<file path="src/hdl/vsrt_pkg.sv">
package vsrt_pkg;

    localparam int TRIG_W      = 16;
    localparam int MAG_W       = TRIG_W - 1;
    localparam int ONE_Q14     = 16384;
    localparam int Q14_SHIFT   = 14;
    localparam int FINAL_SHIFT = 50;
    localparam int ANGLE_W     = 16;
    localparam int SCALE_W     = 16;
    localparam int OFFSET_W    = 16;
    localparam int CENTER_W    = 48;
    localparam int CFG_IDX_W   = 3;
    localparam int CFG_DATA_W  = 48;
    localparam int AXES        = 3;
    localparam int AXIS_W      = 2;

    localparam logic [AXIS_W-1:0] AXIS_X = 2'd0;
    localparam logic [AXIS_W-1:0] AXIS_Y = 2'd1;
    localparam logic [AXIS_W-1:0] AXIS_Z = 2'd2;

    localparam logic [CFG_IDX_W-1:0] REG_ANGLE_X = 3'd0;
    localparam logic [CFG_IDX_W-1:0] REG_ANGLE_Y = 3'd1;
    localparam logic [CFG_IDX_W-1:0] REG_ANGLE_Z = 3'd2;
    localparam logic [CFG_IDX_W-1:0] REG_SCALE_X = 3'd3;
    localparam logic [CFG_IDX_W-1:0] REG_SCALE_Y = 3'd4;
    localparam logic [CFG_IDX_W-1:0] REG_SCALE_Z = 3'd5;
    localparam logic [CFG_IDX_W-1:0] REG_CENTER  = 3'd6;

    localparam logic signed [SCALE_W-1:0] SCALE_ONE = 16'sd256;

    typedef logic signed [TRIG_W-1:0] t_trig;

    typedef struct packed {
        logic mul;
        logic add;
    } t_rot_en;

endpackage

</file>
<file path="src/hdl/vsrt_round.sv">
module vsrt_round #(
    parameter int COORD_W = 16,
    parameter int SUM_W   = 82
) (
    input  logic                      i_clk,
    input  logic                      i_en,
    input  logic signed [SUM_W-1:0]   i_sum,
    output logic signed [COORD_W-1:0] o_q,
    output logic                      o_clip
);
    import vsrt_pkg::*;

    localparam int TOP_LSB = FINAL_SHIFT + COORD_W - 1;
    localparam logic signed [COORD_W-1:0] Q_MAX = {1'b0, {(COORD_W-1){1'b1}}};
    localparam logic signed [COORD_W-1:0] Q_MIN = {1'b1, {(COORD_W-1){1'b0}}};

    logic [SUM_W-TOP_LSB-1:0] top_bits;
    logic                     in_range;
    logic signed [COORD_W-1:0] n_q;

    logic signed [COORD_W-1:0] r_q;
    logic                      r_clip;

    // sum already carries the rounding half
    assign top_bits = i_sum[SUM_W-1:TOP_LSB];
    assign in_range = (&top_bits) || !(|top_bits);

    always_comb begin
        if (in_range) begin
            n_q = i_sum[FINAL_SHIFT +: COORD_W];
        end else if (i_sum[SUM_W-1]) begin
            n_q = Q_MIN;
        end else begin
            n_q = Q_MAX;
        end
    end

    always_ff @(posedge i_clk) begin
        if (i_en) begin
            r_q    <= n_q;
            r_clip <= !in_range;
        end
    end

    assign o_q    = r_q;
    assign o_clip = r_clip;

endmodule

</file>
<file path="config.mk">
export PLATFORM = sky130hd
export DESIGN_NAME = vsrt_round
export DESIGN_NICKNAME = d
export VERILOG_FILES = /design/src/hdl/vsrt_pkg.sv /design/src/hdl/vsrt_round.sv
export SDC_FILE = /design/constraint.sdc
export NUM_CORES = 1
export LEC_CHECK = 0
export ABC_AREA = 1
export BUFFER_PORTS_ARGS = -buffer_cell sky130_fd_sc_hd__buf_2
export CORE_MARGIN = 2
export CORE_UTILIZATION = 29
export DETAILED_ROUTE_END_ITERATION = 12
export GPL_TIMING_DRIVEN = 0
export PLACE_DENSITY = 0.81
export SLEW_MARGIN = 25
export SYNTH_ARGS = -nofsm -noshare
export SYNTH_HDL_FRONTEND = slang
export SYNTH_SLANG_ARGS = --single-unit
</file>
<file path="constraint.sdc">
create_clock -name i_clk -period 1.7 [get_ports i_clk]
set_clock_uncertainty 0.1 [all_clocks]
set_input_delay 0.34 -clock i_clk [delete_from_list [all_inputs] [get_ports i_clk]]
set_output_delay 0.34 -clock i_clk [all_outputs]
set_load 0.02 [all_outputs]
</file>
## Yosys cells after proc, flatten, opt, wreduce, memory -nomap -nowiden

Index checks and enable logic that the tools add are counted.

| word-level totals | value |
|---|---|
| flip-flop bits (word level) | 17 |
| word-level logic and storage cells | 9 |

| cells by class | value |
|---|---|
| mux-type cells | 2 |
| reduce and logical (&&, ||, !) cells | 5 |

Operators by type and width:

| kind | count |
|---|---|
| two-way mux 16 bit | 2 |
| AND reduction 17 bit | 1 |
| OR reduction 17 bit | 1 |
| logical NOT 1 bit | 2 |
| logical OR 1 bit | 1 |

## Depth between registers and ports, before layout

Gate-level depths: netlist (run 1).

| logic depth | value |
|---|---|
| depth in word-level cells | 4 |
| gate-level depth with buffers | 7 |
| mapped depth without buffers | 7 |

## Worst setup path before layout (run 1)

Ideal clock, no wire load.

| timing path | value |
|---|---|
| kind | input-to-reg |
| start | input i_sum[70] |
| end | register r_q[10], in the netlist o_q[10] (data pin) |
| library setup time | 253 ps |
| data arrival time | 964 ps |
| setup slack | 383 ps |
| cell stages on the path | 7 |
| path buffers | 1 |
| cells stage by stage | nor2_1 -> nand2_1 -> nor2_1 -> nand2_1 -> nand2_1 -> buf_4 -> nand2_1 |

| on the way | value |
|---|---|
| longest elaborated chain between the ends | 4 |
| elaborated cells on any way between the ends | 5 |

Ends and longest elaborated chain:

| element | RTL line | source |
|---|---|---|
| from (decl) | vsrt_round.sv:7 | `input logic signed [SUM_W-1:0] i_sum,` |
| OR reduction 17 bit | vsrt_round.sv:26 | `assign in_range = (&top_bits) \|\| !(\|top_bits);` |
| logical NOT 1 bit | vsrt_round.sv:26 |  |
| logical OR 1 bit * | vsrt_round.sv:26 |  |
| two-way mux 16 bit * | vsrt_round.sv:29 | `if (in_range) begin` |
| named net n_q[10] | vsrt_round.sv:19 | `logic signed [COORD_W-1:0] n_q;` |
| to (signal assigned) | vsrt_round.sv:40 | `r_q <= n_q;` |
| to (decl) | vsrt_round.sv:21 | `logic signed [COORD_W-1:0] r_q;` |

Mark *: on every way through the listed nets, which the timed path passes. The rest lies on a longest branch.
A chain may end at the register's enable or synchronous reset.

## Worst setup path in the final report (run 1)

| timing path | value |
|---|---|
| start | input i_sum[70] |
| end | register r_q[5], in the netlist o_q[5] (data pin) |

Same word-level chain as after synthesis.

==> impl_metrics.tcl, run 1 <==
set metrics [dict create \
    numCtsBuffers 3 \
    grt_first_pass_wirelength_microns 2660 \
    p_comb_share_pct 19.9 \
    layout-drive-gt1-share_pct 42.9 \
    setup_viol 0 \
    timing.final.crit_share_pct 75.1 \
    dp.cells 167 \
    wl_per_cell_microns 9.42 \
    gp_congestion 0.739 \
    crit_top_cell "nand2_1" \
    cp_data_required_time_ps 1630 \
    dieHeight_microns 56.7 \
    syn_avg_cell_area_sq_um 9.35 \
    routed_wl_microns 1610 \
    cts-hold-fix-buffers 0 \
    syn_area_sq_um 805 \
    layout_common_cells "buf_2, nand2_1, edfxtp_1" \
    n_fill_cell 290 \
    worst_pin_slew_ps 363 \
    cp-start-kind "input pin" \
    seq_area_frac_synth_pct 63.5 \
    start_util_pct 29.9 \
    arrival_ps 1210 \
    dieArea_sq_um 3210 \
    seqPwrFrac_pct 58.0 \
    grt_pass1_vias 701 \
    power_density_nw_per_um2 783 \
    ant_nets 0 \
    intPower_uw 659 \
    crit_path_max_fanout 10 \
    wl_met2_microns 760 \
    avgViaCountPerCell 4.25 \
    syn_nets 170 \
    tritoncts "built" \
    core_sq_um 2690 \
    place_ws_ps 106 \
    hold_slack_ps 230 \
    max_freq_mhz 783 \
    worst_slack_ps 423 \
    outcome "finished clean" \
    cts_setup_buffers 0 \
    ys_warn_count 0 \
    p_clk_share_pct 22.1 \
    fp-row-count 19 \
    fin_setup_tns_ps 0 \
    drv_slew 0 \
    stdcell_count 171 \
    rsz0062_at_grt "false" \
    highest_layer "met3" \
    chipWidth_microns 56.7 \
    period_minus_slack_ps 1280 \
    switching_power_uw 217 \
    cts.htree.levels 1 \
    irDropWorstVdd_mv 0.425 \
    min_path_type "in2reg" \
    synth.distinct_cells 11 \
    drv_cap 0 \
    critPathKind "in2reg" \
    portBuffers 50 \
    synthCells 86 \
    switching_share_pct 24.8 \
    syn_to_final_growth_pct 39.2 \
    crit_slowest_cell "buf_4" \
    cts_buffer_depth 2 \
    final_common_cell "buf_2" \
    antenna_found_initial 0 \
    fin_nets 225 \
    overflow 0 \
    antenna_cells 0 \
    post_cts_resized 0 \
    finalHoldViolations 0 \
    drc 0 \
    routed-via-count 727 \
    max_slew_margin_pct 75.8 \
    ys_seq_elements 17 \
    crit_path_max_incr_delay_ps 200 \
    ios 101 \
    drt_pass1_iterations 4 \
    grt_max_degree 18 \
    cp-end-kind "register" \
    clock-sinks 17 \
    worstPathCellList "buf_2, nor2_1, nand2_1, nor2_1, nand2_1, nand2_1, buf_4, nand2_1" \
    clk_pin_slew_worst_paths_ps 80 \
    wl_met3_microns 208 \
    wirelength_met1_microns 642 \
    dp_hpwl_microns 1390 \
    p_leak_uw 0.000529 \
    grt_usage_pct 10.5 \
    cts_root_buffer "clkbuf_4" \
    drtIter0Drc 12 \
]
-- metal layers --
metal  GRT usage (%)  vias up
met2            18.6       43
met5               0        -
met3            3.00        0
met1            12.1      305
met4            3.06        0
li1                -      379
-- final cells by class --
cell class | instances | area, sq um | area share (%)
Buffer | 3 | 22.5 | 2.01
Timing Repair Buffer | 50 | 250 | 22.3
Tap cell | 31 | 38.8 | 3.46
Multi-Input combinational cell | 64 | 264 | 23.6
Clock buffer | 4 | 26.3 | 2.35
Sequential cell | 17 | 510 | 45.6
Inverter | 2 | 7.51 | 0.670
-- cells by family (layout without fill, tap and decap cells) --
group                  Yosys count  after routing  share of synthesized area [%]
AOI/OAI and AO/OA                2              2                           2.64
buffers and inverters            5             59                           3.73
DFF                             17             17                           63.5
and+or+nand+nor                 62             62                           30.2
-- power by group through the flow --
stage                     Clock, uW  Combinational, uW  Sequential [uW]
after floorplan                   0               41.5              565
after global placement            0                173              517
after detailed placement          0                177              519
after CTS                       203                177              509
after global routing            229                192              511
final                           194                174              508
-- flip-flops by register name (all words and copies together), names as in the netlist --
register,cells
o_clip,1
o_q,16
-- synthesized netlist by cell type --
library cell,count,area [sq um]
clkbuf_1,1,3.75
nor2_2,2,12.5
inv_1,2,7.51
edfxtp_1,17,510
nor2_1,13,48.8
nand2_2,2,12.5
buf_6,1,11.3
o21ai_4,1,16.3
buf_4,1,7.51
nand2_1,45,169
o21ai_0,1,5.00
-- worst paths after layout --
path  slack (ps)  cells after the start       from      to
min          230                      3  i_sum[50]  o_q[0]
max          420                      8  i_sum[70]  o_q[5]
-- critical path, delay by kind of cell --
family / cells / cell delay [ps]
and+or+nand+nor: 6 / 570
buffers and inverters: 2 / 300
-- through the flow --
step,power (uW),instance area [sq um],util (%)
finish,876,1120,41.7
floorplan,606,805,-
CTS,889,1120,41.7
detailed placement,695,1090,40.7
global route,932,1120,41.7
global placement,689,1090,40.7
Note: power is estimated with default switching activity, not from simulation.
==> inputs of run 2 (changes only) <==
clock period = 1.3 ns   (was 1.7 ns; I/O delays follow)
==> impl_metrics.tcl, run 2 (synthesis results as in run 1) <==
set metrics [dict create \
    outcome "finished clean" \
    arrival_ps 820 \
    fin_nets 225 \
    p_comb_share_pct 19.9 \
    dieHeight_microns 56.7 \
    switching_power_uw 285 \
    p_clk_share_pct 22.2 \
    crit_slowest_cell "edfxtp_1" \
    routed_wl_microns 1610 \
    postLayoutCellArea_sq_um 1120 \
    crit_path_max_fanout 1 \
    grt_max_degree 18 \
    whs_path_depth 3 \
    timing.final.crit_share_pct 91.0 \
    routed-via-count 726 \
    dp_hpwl_microns 1390 \
    crit_path_max_incr_delay_ps 380 \
    ios 101 \
    layout-drive-gt1-share_pct 43.6 \
    chipWidth_microns 56.7 \
    wl_per_cell_microns 9.44 \
    post_cts_resized 0 \
    drtIter0Drc 13 \
    core_sq_um 2690 \
    max_slew_margin_pct 75.7 \
    antenna_cells 0 \
    grt_usage_pct 10.5 \
    cp_data_required_time_ps 940 \
    cts.htree.levels 1 \
    worstPathCellList "buf_2" \
    crit_family "flip-flops" \
    start_util_pct 29.9 \
    final_common_cell "buf_2" \
    gp_congestion 0.739 \
    overflow 0 \
    critPathKind "reg2out" \
    numCtsBuffers 3 \
    layout_common_cells "buf_2, nand2_1, edfxtp_1" \
    irDropWorstVdd_mv 0.556 \
    dieArea_sq_um 3210 \
    rsz0062_at_grt "false" \
    period_minus_slack_ps 1180 \
    finalHoldViolations 0 \
    min_from "i_sum[50]" \
    drc 0 \
    cp-end-kind "output pin" \
    clock-sinks 17 \
    fin_setup_tns_ps 0 \
    power_density_nw_per_um2 1020 \
    worst_pin_slew_ps 365 \
    drv_slew 0 \
    clk_pin_slew_worst_paths_ps 80 \
    detailed_place.area_sq_um 1090 \
    setup_viol 0 \
    intPower_uw 862 \
    portBuffers 50 \
    drt_pass1_iterations 4 \
    ant_nets 0 \
    largest_reg_flops 16 \
    cts_root_buffer "clkbuf_4" \
    p_leak_uw 0.000529 \
    antenna_found_initial 0 \
    crit_buf_inv 1 \
    hold_end "o_q[0]" \
    min_path_type "in2reg" \
    grt_first_pass_wirelength_microns 2660 \
    cts_buffer_depth 2 \
    drv_cap 0 \
    grt_pass1_vias 701 \
    seqPwrFrac_pct 57.9 \
    switching_share_pct 24.8 \
    tritoncts "built" \
    fp-row-count 19 \
    cp-start-kind "register" \
    cts_setup_buffers 0 \
    max_freq_mhz 845 \
    cts-hold-fix-buffers 0 \
    avgViaCountPerCell 4.25 \
    syn_to_final_growth_pct 39.5 \
]
## run 2: cell counts in the layout (fill, tap and decap cells not counted)
Identical to the previous run, type by type.
## run 2: how the worst max path moves through the flow
stage,endpoint,depth (start not counted),startpoint,slack (ps)
2_1_floorplan,o_q[10],7,i_sum[70],60
3_3_place_gp,o_q[8],8,i_sum[70],-190
3_5_place_dp,o_q[8],8,i_sum[70],-210
4_1_cts,o_q[8],8,i_sum[70],80
5_1_grt,o_q[3],1,o_q[3],50
6_report,o_q[3],1,o_q[3],120
## run 2: final cells by class
class                           instances  area, sq um
Multi-Input combinational cell         64          267
Timing Repair Buffer                   50          250
Inverter                                2         7.51
Buffer                                  3         22.5
Tap cell                               31         38.8
Clock buffer                            4         26.3
Fill cell                             289         1560
Sequential cell                        17          510
## run 2: per-stage QoR
stage	total power, uW	setup WS [ps]	utilization (%)	hold WS, ps	instances
final	1150	117	41.8	150	171
after global placement	901	-186	40.7	429	167
after detailed placement	909	-214	40.7	431	167
after global routing	1220	51.2	41.8	137	171
after CTS	1160	82.5	41.7	144	171
after floorplan	793	63.1	-	272	86
## run 2: per-layer routing
layer  share of wire, %  GRT usage, %  vias up
li1                   -             -      379
met1                 40          12.1      304
met2                 47          18.6       43
met3                 13          3.00        0
met4                  0          3.06        0
met5                  0             0        -
## run 2: power groups by stage
stage	sequential (uW)	combinational (uW)	clock [uW]
3_5_place_dp	678	231	0
2_1_floorplan	739	54.2	0
3_3_place_gp	676	226	0
4_1_cts	665	232	265
5_1_grt	669	252	299
6_report	664	229	254
==> inputs of run 3 (changes only) <==
ABC_AREA = 0   (was 1)
CORE_UTILIZATION = 28   (was 29)
PLACE_DENSITY = 0.83   (was 0.81)
clock period = 1 ns   (was 1.3 ns; I/O delays follow)
==> impl_metrics.tcl, run 3 <==
set metrics [dict create \
    timing.final.crit_share_pct 128 \
    cts-hold-fix-buffers 0 \
    largest_reg_flops 16 \
    p_clk_share_pct 21.7 \
    drt_pass1_iterations 3 \
    overflow 0 \
    synthCells 48 \
    chipWidth_microns 56.6 \
    seqPwrFrac_pct 53.1 \
    grt_first_pass_wirelength_microns 3280 \
    irDropWorstVdd_mv 0.650 \
    synth.distinct_cells 12 \
    fp-row-count 19 \
    cp-end-kind "register" \
    drv_slew 0 \
    hold_end "o_q[10]" \
    syn_nets 132 \
    cts_buffer_depth 2 \
    syn_to_final_growth_pct 74.2 \
    postLayoutCellArea_sq_um 1350 \
    critPathKind "in2reg" \
    multi_input_comb_area_sq_um 343 \
    max_slew_margin_pct 74.7 \
    max_freq_mhz 784 \
    ant_nets 0 \
    syn_area_sq_um 774 \
    cp-start-kind "input pin" \
    ys_seq_elements 17 \
    clk_pin_slew_worst_paths_ps 90 \
    min_from "i_sum[60]" \
    hold_slack_ps 83.4 \
    drv_cap 0 \
    seq_area_frac_synth_pct 65.9 \
    syn_avg_cell_area_sq_um 16.1 \
    final_common_cell "buf_2" \
    power_density_nw_per_um2 1220 \
    drtIter0Drc 25 \
    synth_edf_count 17 \
    fin_nets 193 \
    antenna_cells 0 \
    rsz0062_at_grt "true" \
    final_core_util_pct 50.2 \
    switching_power_uw 429 \
    portBuffers 50 \
    period_minus_slack_ps 1280 \
    wl_per_cell_microns 15.2 \
    worst_pin_slew_ps 379 \
    synthFlopType "edfxtp_1" \
    layout_common_cells "buf_2, edfxtp_1, buf_6" \
    arrival_ps 1230 \
    routed_wl_microns 2110 \
    fin_setup_tns_ps -6010 \
    numCtsBuffers 3 \
    avgViaCountPerCell 4.89 \
    min_path_type "in2reg" \
    ios 101 \
    p_comb_share_pct 25.1 \
    regArea_sq_um 510 \
    start_util_pct 28.8 \
    antenna_found_initial 0 \
    finalHoldViolations 0 \
    dp_hpwl_microns 1540 \
    intPower_uw 1210 \
    synth.area.top_cells "edfxtp_1, a21o_1, a21o_2, nor4_1, o41ai_4" \
    clock-sinks 17 \
    p_leak_uw 0.000593 \
    synth_top_cell_area_share_pct 65.9 \
    synth_top_area_cell "edfxtp_1" \
    cts_root_buffer "clkbuf_4" \
    cp_data_required_time_ps 950 \
    yosys.cell_count.top_type "edfxtp_1" \
    grt_max_degree 18 \
    whs_path_depth 2 \
    synthTopCellsByCount "edfxtp_1, a21o_1, a21o_2, nor4_1, nand4_1" \
    cts.htree.levels 1 \
    switching_share_pct 26.2 \
    core_sq_um 2690 \
    drc 0 \
    dieArea_sq_um 3200 \
    setup_viol 33 \
    ys_warn_count 0 \
    grt_pass1_vias 706 \
    outcome "finished with violations" \
    grt_usage_pct 13.9 \
    gp_congestion 0.798 \
    routed-via-count 680 \
    async_reset_ff_share_pct 0 \
    tritoncts "built" \
    n_fill_cell 247 \
    detailed_place.area_sq_um 1130 \
    violations "negative setup slack" \
    dieHeight_microns 56.6 \
    crit_path_max_fanout 4 \
    layout-drive-gt1-share_pct 68.5 \
    worst_slack_ps -276 \
]
==> run 3: cell count changes after synthesis, moves of 2 or more <==
cell     before  now
inv_1         2    0
nor4_1        0    5
a21o_2        0    5
nor2_1       13    0
nand4_1       0    3
nand2_2       2    0
nor2_2        2    0
a21o_1        0   10
nand2_1      45    0
==> run 3: power groups by stage <==
stage | registers, uW | logic (uW) | clock network (uW)
floorplan | 960 | 75.8 | 0
global placement | 879 | 321 | 0
detailed placement | 882 | 329 | 0
CTS | 870 | 386 | 376
global route | 877 | 438 | 400
finish | 872 | 413 | 356
==> run 3: worst max-delay path by stage <==
stage / end / slack [ps] / startpoint / cells after the start
after global routing: o_q[3] / -310 / i_sum[80] / 5
after CTS: o_q[0] / -270 / i_sum[66] / 5
final: o_q[3] / -280 / i_sum[65] / 5
after floorplan: o_q[10] / -350 / i_sum[77] / 4
after global placement: o_q[11] / -600 / i_sum[76] / 5
after detailed placement: o_q[13] / -650 / i_sum[66] / 5
==> run 3: cells by family after synthesis <==
kind of cell           count (synthesis)  synth area share (%)
muxes                                  1                  1.29
and+or+nand+nor                       10                  9.37
buffers and inverters                  3                  3.39
DFF                                   17                  65.9
AOI/OAI and AO/OA                     17                  20.0
==> run 3: worst max-delay path, cell delays in order <==
cell	delay [ps]
buf_6	100
nor4_4	350
a41oi_4	220
buf_12	180
a21o_4	170
==> run 3: through the flow <==
step	total power, uW	setup WS, ps	cells
floorplan	1040	-354	48
global route	1710	-314	139
global placement	1200	-595	129
detailed placement	1210	-652	129
CTS	1630	-266	137
finish	1640	-276	139
==> run 3: repair_timing <==
| action | CTS | global route |
|---|---|---|
| setup buffers | 3 | 2 |
| endpoints found under the setup margin | 33 | 33 |
| resized for setup | 23 | 14 |
| pin swaps | 5 | 6 |
| cloned | 1 | 0 |
==> run 3: layer usage <==
layer  vias to the layer above  routed length [microns]  global-route usage, %
met5                         -                        0                      0
met4                         0                       44                   8.16
met3                         4                      174                   2.76
met2                        36                     1020                   22.8
met1                       315                      868                   16.9
li1                        325                        -                      -
==> run 3: layout make-up <==
class / count / share of cell area [%]
sequential: 17 / 37.8
timing repair buffer: 56 / 30.0
multi-input combinational: 28 / 25.4
tap: 31 / 2.88
clock buffer: 4 / 1.95
buffer: 3 / 1.95
